==> src/hw/rtl/twoq_pkg.sv <==
// Shared types and codes for the time warp output queue.
// Used by the front, back, result queue and top level; depends on nothing.
`timescale 1ns / 1ps

package twoq_pkg;

   localparam logic [31:0] ALL_ONES = 32'hFFFF_FFFF;

   localparam logic [1:0] ACT_INSERT   = 2'd0;
   localparam logic [1:0] ACT_COLLECT  = 2'd1;
   localparam logic [1:0] ACT_ROLLBACK = 2'd2;

   localparam logic [2:0] CLS_INSERT      = 3'd0;
   localparam logic [2:0] CLS_COLLECT     = 3'd1;
   localparam logic [2:0] CLS_ROLLBACK    = 3'd2;
   localparam logic [2:0] CLS_NOP         = 3'd3;
   localparam logic [2:0] CLS_BAD         = 3'd4;
   localparam logic [2:0] CLS_BAD_COLLECT = 3'd5;

   typedef struct packed {
      logic [2:0]  cls;
      logic [3:0]  lp;
      logic [31:0] event_time;
      logic [31:0] event_order;
      logic [31:0] sent_handle;
      logic [31:0] gvt;
   } cmd_type;

   typedef struct packed {
      logic [31:0] event_time;
      logic [31:0] event_order;
      logic [31:0] sent_handle;
   } entry_type;

   typedef struct packed {
      logic [31:0] cancel_handle;
      logic        cancel_valid;
      logic [31:0] min_time;
      logic [6:0]  queue_size;
      logic        overflow;
      logic        last;
   } rsp_type;

endpackage

==> src/hw/rtl/twoq_front.sv <==
// Front end: classifies each request word and holds it in a two-entry command queue.
// Depends on twoq_pkg.
`timescale 1ns / 1ps

module twoq_front #(
   parameter int NUM_LPS = 16
) (
   input  logic               clock,
   input  logic               reset,
   input  logic               push,
   output logic               full,
   input  logic [1:0]         req_action,
   input  logic [3:0]         req_lp,
   input  logic [31:0]        req_event_time,
   input  logic [31:0]        req_event_order,
   input  logic [31:0]        req_sent_handle,
   input  logic [31:0]        req_gvt,
   output logic               cmd_valid,
   output twoq_pkg::cmd_type  cmd,
   input  logic               cmd_pop
);

   twoq_pkg::cmd_type cmd_q_ff [2];
   logic              wr_ptr_ff, wr_ptr_in;
   logic              rd_ptr_ff, rd_ptr_in;
   logic [1:0]        cnt_ff, cnt_in;
   twoq_pkg::cmd_type new_cmd;
   logic              do_push;
   logic              do_pop;
   logic              lp_ok;

   assign lp_ok = (32'(req_lp) < 32'(NUM_LPS));

   always_comb begin
      new_cmd.lp          = req_lp;
      new_cmd.event_time  = req_event_time;
      new_cmd.event_order = req_event_order;
      new_cmd.sent_handle = req_sent_handle;
      new_cmd.gvt         = req_gvt;
      if (!lp_ok) begin
         new_cmd.cls = (req_action == twoq_pkg::ACT_COLLECT) ?
                       twoq_pkg::CLS_BAD_COLLECT : twoq_pkg::CLS_BAD;
      end else begin
         case (req_action)
            twoq_pkg::ACT_INSERT:   new_cmd.cls = twoq_pkg::CLS_INSERT;
            twoq_pkg::ACT_COLLECT:  new_cmd.cls = twoq_pkg::CLS_COLLECT;
            twoq_pkg::ACT_ROLLBACK: new_cmd.cls = twoq_pkg::CLS_ROLLBACK;
            default:                new_cmd.cls = twoq_pkg::CLS_NOP;
         endcase
      end
   end

   assign full      = (cnt_ff == 2'd2);
   assign cmd_valid = (cnt_ff != 2'd0);
   assign cmd       = cmd_q_ff[rd_ptr_ff];
   assign do_push   = push && !full;
   assign do_pop    = cmd_pop && cmd_valid;

   always_comb begin
      wr_ptr_in = do_push ? !wr_ptr_ff : wr_ptr_ff;
      rd_ptr_in = do_pop ? !rd_ptr_ff : rd_ptr_ff;
      cnt_in    = cnt_ff + 2'(do_push) - 2'(do_pop);
   end

   always_ff @(posedge clock) begin
      if (reset) begin
         wr_ptr_ff <= 1'b0;
         rd_ptr_ff <= 1'b0;
         cnt_ff    <= 2'd0;
      end else begin
         wr_ptr_ff <= wr_ptr_in;
         rd_ptr_ff <= rd_ptr_in;
         cnt_ff    <= cnt_in;
      end
   end

   always_ff @(posedge clock) begin
      if (do_push) begin
         cmd_q_ff[wr_ptr_ff] <= new_cmd;
      end
   end

endmodule

==> config.mk <==
export PLATFORM = sky130hd
export DESIGN_NAME = twoq_front
export DESIGN_NICKNAME = d
export VERILOG_FILES = /design/src/hw/rtl/twoq_pkg.sv /design/src/hw/rtl/twoq_front.sv
export SDC_FILE = /design/constraint.sdc
export NUM_CORES = 1
export LEC_CHECK = 0
export ABC_AREA = 1
export BUFFER_PORTS_ARGS = -buffer_cell sky130_fd_sc_hd__clkbuf_2
export CAP_MARGIN = 20
export CELL_PAD_IN_SITES_DETAIL_PLACEMENT = 1
export CELL_PAD_IN_SITES_GLOBAL_PLACEMENT = 1
export CORE_MARGIN = 10
export CORE_UTILIZATION = 30
export DETAILED_ROUTE_END_ITERATION = 10
export PLACE_DENSITY = 0.63
export SLEW_MARGIN = 30
export SYNTH_ARGS = -nofsm -noshare
export SYNTH_HDL_FRONTEND = slang
export SYNTH_SLANG_ARGS = --single-unit
==> constraint.sdc <==
create_clock -name clock -period 9.35 [get_ports clock]
set_input_delay 0.935 -clock clock [delete_from_list [all_inputs] [get_ports clock]]
set_output_delay 0.935 -clock clock [all_outputs]
set_load 0.01 [all_outputs]
Word-level counts from Yosys, hierarchy flattened
Memory sizes are Yosys's and may differ from the RTL's. A register that Yosys moved wholly into a read port is not among the register bits.
Cells that the tools add are included.

storage, ports and cells
  bits in writable memories = 268
  output and inout port bits = 137
  bits of input ports = 138
  flip-flop bits (word level) = 4
  memories = 1
  word-level logic and storage cells = 21

memory list
  memory    depth  bits a word  rd ports  clocked after memory_dff  write ports  line              text
  cmd_q_ff  2      134          1         1                         1            twoq_front.sv:23  twoq_pkg::cmd_type cmd_q_ff [2];

cells by class
  eq/ne operators = 3
  reduce and logical (&&, ||, !) cells = 7
  $add $sub $neg = 2
  muxes and demuxes = 5

operators by type and width
  kind                number
  $pmux 2 s3          1
  $eq 2x2->1 const B  2
  $mux 1              4
  $logic_not 1->1     3
  $add 2x1->2         1
  $eq 2x1->1 const B  1
  $logic_and 1x1->1   2
  $logic_not 2->1     1
  $reduce_bool 2->1   1
  $sub 2x1->2         1

Depth between registers and ports, before layout
  depth in word-level cells = 5
  mapped depth = 11
  depth with buffers taken out = 11

Least setup slack after synthesis
OpenSTA, ideal clock, no wires.

  kind = input to register
  start point = input push
  end point = memory cmd_q_ff[0][0] in the netlist's numbering (enable)
  stages = 2
  library setup time = 0.628 ns
  data arrival time = 6.569 ns
  slack = 2.152 ns
  required time = 8.722 ns
  buffers on the path = 0
  path through = nand2_1 nor2_1

on the way
  word-level cells in the longest chain between the ends = 3

RTL lines
  what                          line              text
  from (decl)                   twoq_front.sv:10  input logic push,
  $logic_and 1x1->1             twoq_front.sv:56  assign do_push = push && !full;
  $mux 1                        twoq_front.sv:78  if (do_push) begin
  $mux 1 (not written as such)  twoq_front.sv:79  cmd_q_ff[wr_ptr_ff] <= new_cmd;
  to (decl)                     twoq_front.sv:23

No other way between the ends.

==> impl_metrics.yaml <==
global_routing:
  grt_pass1_wl_mm: 34.5
  use_met3_pct: 3.90
  met1_usage_pct: 12.5
  grt_overflow_total: 0
  met2_usage_pct: 17.8
  grt_max_degree: 71
  busiest_layer: "met2"
  grt_usage_pct: 10.6
  grt_pass1_vias: 5601
  antenna_found_initial: 1
placed_design:
  dp_cells: 1168
  hpwl_mm: 16.2
  place.gp.congestion: 0.712
  dp_slack_ns: 6.31
  placed_cell_area_mm2: 0.0120
  portBuffers: 273
sta:
  tns_ns: 0
  fin_ws_ns: 5.90
  holdWs_ns: 0.506
  clock_skew_ns: 0.0138
  slew_headroom_pct: 37.9
  hold_viol_final: 0
  fin_crit_ns: 3.45
  tightest_slew_ns: 0.931
  timing.fmax_ghz: 0.290
  final_max_slew_viol_count: 0
  setup_viol: 0
  rsz0062_at_grt: "no"
  fin_crit_sh_pct: 36.9
worst_setup_path:
  crit_type: "reg -> out"
  required_ns: 8.42
  cp_max_fo: 50
  endpoint_kind: "output pin"
  worst_setup_path_start_kind: "register"
  cp_data_arrival_time_ns: 2.51
clocking:
  post_cts.repair.setup_buffers: 0
  cts_buffer_depth: 3
  htreeDepth: 1
  cts_resized: 0
  cts_buffers: 30
  clock_latency_ns: 0.54
  clk_pin_slew_ns: 0.06
  hold_buffers: 0
  clkSinkCount: 273
  cts_tree: "yes"
  ctsRootBufferMaster: "clkbuf_16"
synth:
  yosys_register_bits: 273
  synthCells: 460
  seq_area_frac_synth_pct: 80.1
  ys_warn_count: 0
  synth_cell_types: 15
  synth_area_mm2: 0.0102
  synth_fp_nets: 600
  avgSynthCellArea_um2: 22.1
finish:
  drive_above_1_share_pct: 59.1
  finalNonFillerCells: 1226
  area_growth_pct: 28.2
  finish.utilization_pct: 38.9
  final_nets: 893
  layout_common_cells: "clkbuf_2, edfxtp_1, mux2_2"
  regArea_mm2: 0.00815
  layout_commonest_cell: "clkbuf_2"
  post-route-cell-area_mm2: 0.0130
  nFillCells: 3384
  multiInputGateArea_mm2: 0.00186
floorplan:
  fp.dieH_um: 204
  die_w_um: 204
  start_util_pct: 30.4
  rows: 67
  num_io_pins: 275
  core_mm2: 0.0335
  die_area_mm2: 0.0417
route:
  via_count: 5224
  drc: 0
  via_per_inst: 4.26
  drtPass1Iterations: 4
  ant_nets: 0
  drtIter0Drc: 246
  routedWlPerCell_um: 19.1
  wirelength_mm: 23.4
power_and_ir_drop:
  peakVddDrop_uv: 188
  p_leak_nw: 5.01
  power.total_mw: 3.62
  p_per_area_mw_per_mm2: 277
outcome:
  outcome: "finished, final reports clean"
min_path:
  hold_path_class: "reg -> reg"
job:
  cap_violations: 0
-- critical path, cell delays in order, from the launching register on --
cell	delay (ns)
dfxtp_4	0.62
buf_4	0.69
mux2_2	0.43
clkbuf_2	0.13
-- synth_stat cells, drive strengths merged --
cell type / number / area (um^2)
a21oi: 2 / 10.0
buf: 16 / 133
clkbuf: 2 / 7.51
conb: 1 / 3.75
dfxtp: 5 / 100
edfxtp: 268 / 8050
ha: 2 / 25.0
inv: 10 / 37.5
mux2: 134 / 1730
nand2: 8 / 30.0
nand3: 3 / 15.0
nor2: 9 / 33.8
-- kinds of logic (layout without fill, tap and decap cells) --
family | count (synthesis) | after routing | share of synthesized area, %
muxes | 134 | 134 | 17.0
DFF | 273 | 273 | 80.1
other | 1 | 2 | 0.0368
buffers and inverters | 28 | 345 | 1.75
adders and majority gates | 2 | 2 | 0.246
AOI/OAI and AO/OA | 2 | 2 | 0.0984
and+or+nand+nor | 20 | 20 | 0.774
-- report_power, final --
part | total, mW | switching, mW | internal [mW]
combinational | 0.840 | 0.453 | 0.386
clock | 1.17 | 0.455 | 0.715
sequential | 1.61 | 0.0548 | 1.55
total | 3.62 | 0.963 | 2.66
-- area by class of cell --
class	instances	share of cell area [%]
flip-flops and latches	273	62.5
multi-input cells	159	14.2
repair buffers	279	11.0
clock buffers	39	6.18
well taps	448	4.30
clock inverters	17	1.44
inverters	10	0.326
diodes	1	0.0192
-- sequential cells by signal, indices dropped and copies added, names as in the netlist, named ones only --
register	cells
cmd_q_ff	268
rd_ptr_ff	1
wr_ptr_ff	1
cnt_ff	2
-- per-layer routing --
layer  part of all wire (%)  vias to the layer above
met3                    8.2                       32
li1                       -                     2391
met1                     40                     2610
met5                      0                        -
met2                     49                      191
met4                    2.2                        0
-- final timing paths --
| kind | startpoint | end | slack, ns | cells after the start |
|---|---|---|---|---|
| worst max-delay path | register | cmd[59] | 5.90 | 3 |
| worst min-delay path | rd_ptr_ff | rd_ptr_ff | 0.51 | 2 |
| worst max register to register | cnt_ff[0] | cmd_q_ff[1][39] | 6.94 | 5 |
| worst min register to register | rd_ptr_ff | rd_ptr_ff | 0.51 | 2 |
Note: power is estimated with default switching activity, not from simulation.
