`config.mk`:
```
export PLATFORM = sky130hd
export DESIGN_NAME = twoq_rsp_fifo
export DESIGN_NICKNAME = d
export VERILOG_FILES = /design/src/hw/rtl/twoq_pkg.sv /design/src/hw/rtl/twoq_rsp_fifo.sv
export SDC_FILE = /design/constraint.sdc
export NUM_CORES = 1
export LEC_CHECK = 0
export BUFFER_PORTS_ARGS = -buffer_cell sky130_fd_sc_hd__buf_2
export CAP_MARGIN = 30
export CELL_PAD_IN_SITES_DETAIL_PLACEMENT = 0
export CELL_PAD_IN_SITES_GLOBAL_PLACEMENT = 1
export CORE_MARGIN = 2
export CORE_UTILIZATION = 35
export DETAILED_ROUTE_END_ITERATION = 7
export PLACE_DENSITY_LB_ADDON = 0.3
export SLEW_MARGIN = 20
export SYNTH_ARGS = -nofsm -noshare
export SYNTH_HDL_FRONTEND = slang
export SYNTH_SLANG_ARGS = --single-unit
```
`constraint.sdc`:
```
create_clock -name clock -period 3.15 [get_ports clock]
set_input_delay 0.63 -clock clock [delete_from_list [all_inputs] [get_ports clock]]
set_output_delay 0.63 -clock clock [all_outputs]
set_load 0.01 [all_outputs]
```
`src/hw/rtl/twoq_pkg.sv`:
```
// Shared types and codes for the time warp output queue.
// Used by the front, back, result queue and top level; depends on nothing.
`timescale 1ns / 1ps

package twoq_pkg;

   localparam logic [31:0] ALL_ONES = 32'hFFFF_FFFF;

   localparam logic [1:0] ACT_INSERT   = 2'd0;
   localparam logic [1:0] ACT_COLLECT  = 2'd1;
   localparam logic [1:0] ACT_ROLLBACK = 2'd2;

   localparam logic [2:0] CLS_INSERT      = 3'd0;
   localparam logic [2:0] CLS_COLLECT     = 3'd1;
   localparam logic [2:0] CLS_ROLLBACK    = 3'd2;
   localparam logic [2:0] CLS_NOP         = 3'd3;
   localparam logic [2:0] CLS_BAD         = 3'd4;
   localparam logic [2:0] CLS_BAD_COLLECT = 3'd5;

   typedef struct packed {
      logic [2:0]  cls;
      logic [3:0]  lp;
      logic [31:0] event_time;
      logic [31:0] event_order;
      logic [31:0] sent_handle;
      logic [31:0] gvt;
   } cmd_type;

   typedef struct packed {
      logic [31:0] event_time;
      logic [31:0] event_order;
      logic [31:0] sent_handle;
   } entry_type;

   typedef struct packed {
      logic [31:0] cancel_handle;
      logic        cancel_valid;
      logic [31:0] min_time;
      logic [6:0]  queue_size;
      logic        overflow;
      logic        last;
   } rsp_type;

endpackage

```
`src/hw/rtl/twoq_rsp_fifo.sv`:
```
// Two-entry result queue between the back end and the result ports.
// Depends on twoq_pkg.
`timescale 1ns / 1ps

module twoq_rsp_fifo (
   input  logic               clock,
   input  logic               reset,
   input  logic               wr_en,
   input  twoq_pkg::rsp_type  wr_data,
   output logic               full,
   input  logic               pop,
   output logic               empty,
   output twoq_pkg::rsp_type  rd_data
);

   twoq_pkg::rsp_type q_ff [2];
   logic              wr_ptr_ff, wr_ptr_in;
   logic              rd_ptr_ff, rd_ptr_in;
   logic [1:0]        cnt_ff, cnt_in;
   logic              do_push;
   logic              do_pop;

   assign full    = (cnt_ff == 2'd2);
   assign empty   = (cnt_ff == 2'd0);
   assign rd_data = q_ff[rd_ptr_ff];
   assign do_push = wr_en && !full;
   assign do_pop  = pop && !empty;

   always_comb begin
      wr_ptr_in = do_push ? !wr_ptr_ff : wr_ptr_ff;
      rd_ptr_in = do_pop ? !rd_ptr_ff : rd_ptr_ff;
      cnt_in    = cnt_ff + 2'(do_push) - 2'(do_pop);
   end

   always_ff @(posedge clock) begin
      if (reset) begin
         wr_ptr_ff <= 1'b0;
         rd_ptr_ff <= 1'b0;
         cnt_ff    <= 2'd0;
      end else begin
         wr_ptr_ff <= wr_ptr_in;
         rd_ptr_ff <= rd_ptr_in;
         cnt_ff    <= cnt_in;
      end
   end

   always_ff @(posedge clock) begin
      if (do_push) begin
         q_ff[wr_ptr_ff] <= wr_data;
      end
   end

endmodule
```
After elaboration in Yosys (flattened, before gate mapping)
Memories as Yosys holds them, arrays and structs flattened. A register that Yosys moved wholly into a read port is not among the register bits.
Cells that the tools add are included.

storage, ports and cells
  bits of input ports = 78
  bits in latches = 0
  output and inout port bits = 76
  bits in registers = 4
  logic and storage cells = 18
  memories = 1
  bits in writable memories = 148
  ROM bits = 0

memory list
  memory  depth  width  rd ports  clocked after Yosys merged registers in  wr ports  RTL line             RTL
  q_ff    2      74     1         1                                        1         twoq_rsp_fifo.sv:16  twoq_pkg::rsp_type q_ff [2];

cells by class
  multipliers = 0
  bitwise operators = 0
  $add $sub $neg = 2
  equality and inequality tests = 1
  $lt $le $gt $ge = 0
  shift operators = 0
  reduce and logical (&&, ||, !) cells = 7
  div/mod/pow operators = 0
  multiplexer cells = 4

operators by type and width
  kind                                         number
  1-bit zero test                              4
  1-bit 2-to-1 mux                             4
  2-bit by 1-bit adder with 2-bit output       1
  2-bit equality test (second input constant)  1
  1-bit logical AND                            2
  2-bit zero test                              1
  2-bit by 1-bit subtractor with 2-bit output  1

Logic depth before layout (Yosys ltp)
Gate-level depths: netlist (run 1).

  depth in word-level cells = 5
  depth in mapped cells = 8
  gate-level depth less buffers = 8

Least setup slack after synthesis (run 1)
No wires, ideal clock.

  kind = input -> register
  from = input wr_en
  to = memory q_ff[0][0] (netlist bit), enable pin
  path buffers = 0
  setup time = 428 ps
  arrival = 2468 ps
  data required time = 2722 ps
  path slack = 255 ps
  cell stages on the path = 3
  path through = inv_1 or3_1 inv_1

between the ends
  cells in the longest elaborated chain, start to end = 3

ends and longest elaborated chain
  item                                    RTL line             RTL
  start: declaration                      twoq_rsp_fifo.sv:8   input logic wr_en,
  1-bit logical AND                       twoq_rsp_fifo.sv:26  assign do_push = wr_en && !full;
  1-bit 2-to-1 mux                        twoq_rsp_fifo.sv:48  if (do_push) begin
  1-bit 2-to-1 mux (implied by the code)  twoq_rsp_fifo.sv:49  q_ff[wr_ptr_ff] <= wr_data;
  end: declaration                        twoq_rsp_fifo.sv:16

Every way passes these cells.

==> qor.yml, run 1 <==
r2r_setup_slack_ns: 1.37
critPathMaxFanout: 37
fin_skew_ns: 0.00654
insertion_delay_ns: 0.42
ioPinCount: 154
yosysTopAreaCellShare_pct: 79.5
die_w_um: 130
slew_viol_final: 0
grt_usage_pct: 12.2
grt_pass1_vias: 3034
yosys.area.top_type: "edfxtp_1"
synthTopCellsByArea: "edfxtp_1, mux2_1, dfxtp_1"
start_kind: "flip-flop"
grt_max_degree: 75
yosysUniqueCellTypes: 22
cts.sinks: 153
cts_hold_buf: 0
dieArea_sq_um: 17000
required_ns: 2.52
core-area_sq_um: 15800
p_leak_nw: 2.71
syn-num-nets: 337
routed_wl_um: 10100
tns_ns: 0
drtPass1Iterations: 4
power.total_mw: 6.03
wl_per_cell_um: 15.4
relSlewSlack_pct: 62.9
rr_endpoint: "q_ff[1][73]$_DFFE_PP_"
hp-class: "in2reg"
drt.antenna.violating_nets: 0
htree_levels: 4
p_clk_share_pct: 33.1
rows: 46
cts_root_buf: "clkbuf_16"
layout.nets: 506
fin_util_pct: 45.7
cts_tree: "built"
num_vias: 2878
run_status: "complete, no violations"
syn2layout_area_growth_pct: 28.8
arrival_ns: 1.97
synth_area_sq_um: 5590
path_clk_slew_ns: 0.06
syn_avg_cell_area_sq_um: 21.8
num_antenna_cells: 0
power_frac_seq_pct: 45.4
finalHoldViolCount: 0
tightest_slew_ns: 0.556
grt_first_pass_wirelength_um: 15200
cp-end-kind: "primary output"
overflow: 0
hpwl_um: 6580
gp_congestion: 0.705
clock_path_buffers: 2
rsz0062_at_grt: "no"
yosysSeqAreaShare_pct: 81.3
numCtsBuffers: 17
drv_cap: 0
viasPerCell: 4.39
cts_resized: 0
critPathCapture: "rd_data[73]"
p_sw_mw: 1.61
reg2reg_depth: 3
floorplan.initialDensity_pct: 35.5
dr.first_iter.drc_count: 105
finalCriticalPeriod_ns: 2.60
antenna_found_initial: 1
switching_share_pct: 26.7
synth-seq-cells: 153
yosysWarningCount: 0
port_buffers: 153
r2r_start: "cnt_ff[0]$_SDFF_PP0_"
setup.worst_path.class: "reg2out"
p_comb_share_pct: 21.5
syn_inst: 257
drc: 0
period_share_pct: 82.4
clock.fmax_mhz: 385
fp.dieH_um: 130
ir_worst_vdd_v: 0.000728
drive_above_1_share_pct: 43.5
intPower_mw: 4.41
power_density_nw_per_um2: 836
post-cts-setup-buffer-count: 0
setup_viol: 0
## cell families after synthesis
family | share of synthesized area [%]
compound gates | 0.335
flops | 81.3
mux | 14.9
simple gates | 1.05
xor+xnor | 0.313
fa+ha+maj | 0.447
buf+inv | 1.70
## synth_stat cells
library cell,count
inv_1,3
and3_2,1
o21ai_0,1
buf_2,1
a21oi_1,1
nand2_1,1
nor3_1,1
xor2_1,1
buf_4,1
nor2b_1,1
xnor2_1,1
ha_1,2
inv_2,1
nand2b_2,1
edfxtp_1,148
o21a_2,1
nor2_1,4
buf_6,6
or3_1,1
dfxtp_1,5
mux2_1,74
and2_1,1
## state kept, by name, indices dropped and copies added, names as in the netlist, named ones only
name / cells
q_ff: 148
wr_ptr_ff: 1
rd_ptr_ff: 1
cnt_ff: 2
## worst min path at each step
stage / end / startpoint / slack [ns] / cells after the start
after floorplan: wr_ptr_ff$_SDFFE_PP0P_ / wr_ptr_ff$_SDFFE_PP0P_ / 0.45 / 2
after global placement: wr_ptr_ff$_SDFFE_PP0P_ / wr_ptr_ff$_SDFFE_PP0P_ / 0.47 / 2
after detailed placement: wr_ptr_ff$_SDFFE_PP0P_ / wr_ptr_ff$_SDFFE_PP0P_ / 0.50 / 2
after CTS: q_ff[1][29]$_DFFE_PP_ / wr_data[29] / 0.37 / 1
after global routing: q_ff[1][21]$_DFFE_PP_ / wr_data[21] / 0.37 / 1
final: q_ff[0][72]$_DFFE_PP_ / wr_data[72] / 0.40 / 1
## power by group through the flow
stage | clock network (mW) | logic, mW | registers (mW)
floorplan | 0 | 0.875 | 2.70
global placement | 0 | 1.31 | 2.77
detailed placement | 0 | 1.32 | 2.79
CTS | 2.05 | 1.33 | 2.75
global route | 2.13 | 1.42 | 2.78
finish | 1.99 | 1.30 | 2.74
## worst max-delay path: stages (launching register included)
cell and delay [ns]:
dfxtp_4 0.69, buf_4 0.32, mux2_1 0.36, buf_2 0.15
## layout make-up
| cell class | count | area, sq um |
|---|---|---|
| Fill cell | 1441 | 8570 |
| Sequential cell | 153 | 4550 |
| Multi-Input combinational cell | 92 | 957 |
| Timing Repair Buffer | 158 | 828 |
| Clock buffer | 18 | 429 |
| Tap cell | 216 | 270 |
| Clock inverter | 14 | 155 |
| Inverter | 4 | 16.3 |
## layout by cell type, fill, tap and decap left out, drive strengths merged
cell	synthesis	final
buf	8	158
edfxtp	148	148
mux2	74	74
clkbuf	0	18
clkinv	0	8
dfxtp	5	5
nor2	4	4
inv	4	4
bufinv	0	3
clkinvlp	0	3
ha	2	2
o21a	1	1
nand2b	1	1
nand2	1	1
and3	1	1
or3	1	1
nor2b	1	1
xnor2	1	1
o21ai	1	1
a21oi	1	1
xor2	1	1
and2	1	1
nor3	1	1
## per-stage QoR
| step | std cells | setup WS, ns | hold slack [ns] | area [sq um] |
|---|---|---|---|---|
| final | 655 | 0.554 | 0.398 | 7200 |
| after global routing | 655 | 0.404 | 0.373 | 7200 |
| after CTS | 655 | 0.473 | 0.370 | 7200 |
| after detailed placement | 623 | 0.933 | 0.496 | 6620 |
| after global placement | 623 | 0.944 | 0.473 | 6620 |
| after floorplan | 257 | 0.255 | 0.451 | 5590 |
## routing by layer
| metal | vias up | part of all wire [%] | global-route usage (%) |
|---|---|---|---|
| met5 | - | 0.17 | 0 |
| met4 | 2 | 1.7 | 5.82 |
| met3 | 14 | 7.8 | 5.29 |
| met2 | 95 | 49 | 20.0 |
| met1 | 1415 | 42 | 13.9 |
| li1 | 1352 | - | - |
(Power assumes the default switching activity.)
==> run 2: changes to the inputs <==
- clock period: 3.15 -> 2.45 ns (I/O delays scaled with it)
==> qor.yml, run 2 (synthesis results as in run 1) <==
regMostFlops: "q_ff"
grt_pass1_vias: 2961
htree_levels: 4
finalCriticalPeriod_ns: 2.23
grt_first_pass_wirelength_um: 15100
final_common_cell: "buf_2"
path_cells: "buf_4 -> mux2_1 -> buf_2"
cts_hold_buf: 0
setup_viol: 0
slew_viol_final: 0
critPathCapture: "rd_data[60]"
cts_tree: "built"
period_share_pct: 90.9
arrival_ns: 1.74
reg_top3: "q_ff x148, cnt_ff x2"
start_kind: "flip-flop"
numCtsBuffers: 17
drive_above_1_share_pct: 44.0
hp-class: "in2reg"
final_cell_mix: "buf_2, edfxtp_1, mux2_1"
fp.dieH_um: 130
cts_root_buf: "clkbuf_16"
fill_cells: 1416
rsz0062_at_grt: "no"
cp-end-kind: "primary output"
path_clk_slew_ns: 0.06
floorplan.initialDensity_pct: 35.5
critPathMaxFanout: 20
reg2reg_depth: 5
dr.first_iter.drc_count: 181
dieArea_sq_um: 17000
routed_wl_um: 10200
cp.depth: 3
syn2layout_area_growth_pct: 30.2
largest_register_ffs: 148
hpwl_um: 6460
core-area_sq_um: 15800
layout.nets: 506
r2r_start: "cnt_ff[0]$_SDFF_PP0_"
path_delay_family: "flip-flops"
fin_skew_ns: 0.00588
fin_util_pct: 46.2
drt.antenna.violating_nets: 0
num_antenna_cells: 0
grt_max_degree: 75
cp_slowest_cell: "dfxtp_4"
r2r_setup_slack_ns: 0.62
insertion_delay_ns: 0.42
rows: 46
viasPerCell: 4.43
slowest_delay_ns: 0.56
drtPass1Iterations: 4
drv_cap: 0
crit_buf_inv: 2
cts_resized: 0
power.total_mw: 8.02
tightest_slew_ns: 0.440
run_status: "complete, no violations"
rr_endpoint: "q_ff[0][22]$_DFFE_PP_"
cts.sinks: 153
finalHoldViolCount: 0
setup.worst_path.class: "reg2out"
ir_worst_vdd_v: 0.000576
port_buffers: 153
die_w_um: 130
required_ns: 1.96
drc: 0
post-cts-setup-buffer-count: 0
num_vias: 2903
antenna_found_initial: 0
power_density_nw_per_um2: 1100
clock_path_buffers: 2
grt_usage_pct: 12.2
gp_congestion: 0.689
clock.fmax_mhz: 449
ioPinCount: 154
tns_ns: 0
overflow: 0
relSlewSlack_pct: 70.7
p_leak_nw: 2.74
wl_per_cell_um: 15.6
[run 2: changes by cell type in the layout (fill, tap and decap cells not counted), sizes merged]
cell      previous run  this run
clkinv               8         7
clkinvlp             3         2
bufinv               3         5
[run 2: area by class of cell]
type                            count  area, sq um  share of cell area (%)
Inverter                            4         18.8                   0.258
Clock inverter                     14          203                    2.78
Timing Repair Buffer              158          853                    11.7
Clock buffer                       18          429                    5.90
Sequential cell                   153         4550                    62.5
Tap cell                          216          270                    3.71
Multi-Input combinational cell     92          957                    13.1
[run 2: worst min path at each step]
stage	slack, ns	from	endpoint	cells past startpoint
after global placement	0.47	wr_ptr_ff$_SDFFE_PP0P_	wr_ptr_ff$_SDFFE_PP0P_	2
after global routing	0.24	wr_data[35]	q_ff[1][35]$_DFFE_PP_	1
after CTS	0.24	wr_data[0]	q_ff[1][0]$_DFFE_PP_	1
after floorplan	0.45	wr_ptr_ff$_SDFFE_PP0P_	wr_ptr_ff$_SDFFE_PP0P_	2
final	0.26	wr_data[0]	q_ff[1][0]$_DFFE_PP_	1
after detailed placement	0.51	rd_ptr_ff$_SDFFE_PP0P_	flip-flop	2
[run 2: per-layer routing]
layer / share of wire (%) / vias up / global-route usage, %
met2: 49 / 104 / 19.8
met3: 7.3 / 9 / 5.29
met4: 1.2 / 0 / 4.51
met1: 42 / 1440 / 14.7
li1: - / 1350 / -
met5: 0 / - / 0
[run 2: stage by stage]
step	hold slack [ns]	std cells	area, sq um	worst slack [ns]
after CTS	0.237	655	7280	0.144
final	0.260	655	7280	0.223
after floorplan	0.451	257	5600	0.251
after detailed placement	0.508	623	6650	0.516
after global placement	0.473	623	6650	0.566
after global routing	0.235	655	7280	0.109
[run 2: where the power goes]
| group | switching, mW | internal [mW] | leakage, nW | total (mW) |
|---|---|---|---|---|
| registers | 0.141 | 3.34 | 1.42 | 3.48 |
| logic | 0.972 | 0.787 | 1.01 | 1.76 |
| clock network | 0.983 | 1.80 | 0.309 | 2.78 |
| total | 2.10 | 5.92 | 2.74 | 8.02 |
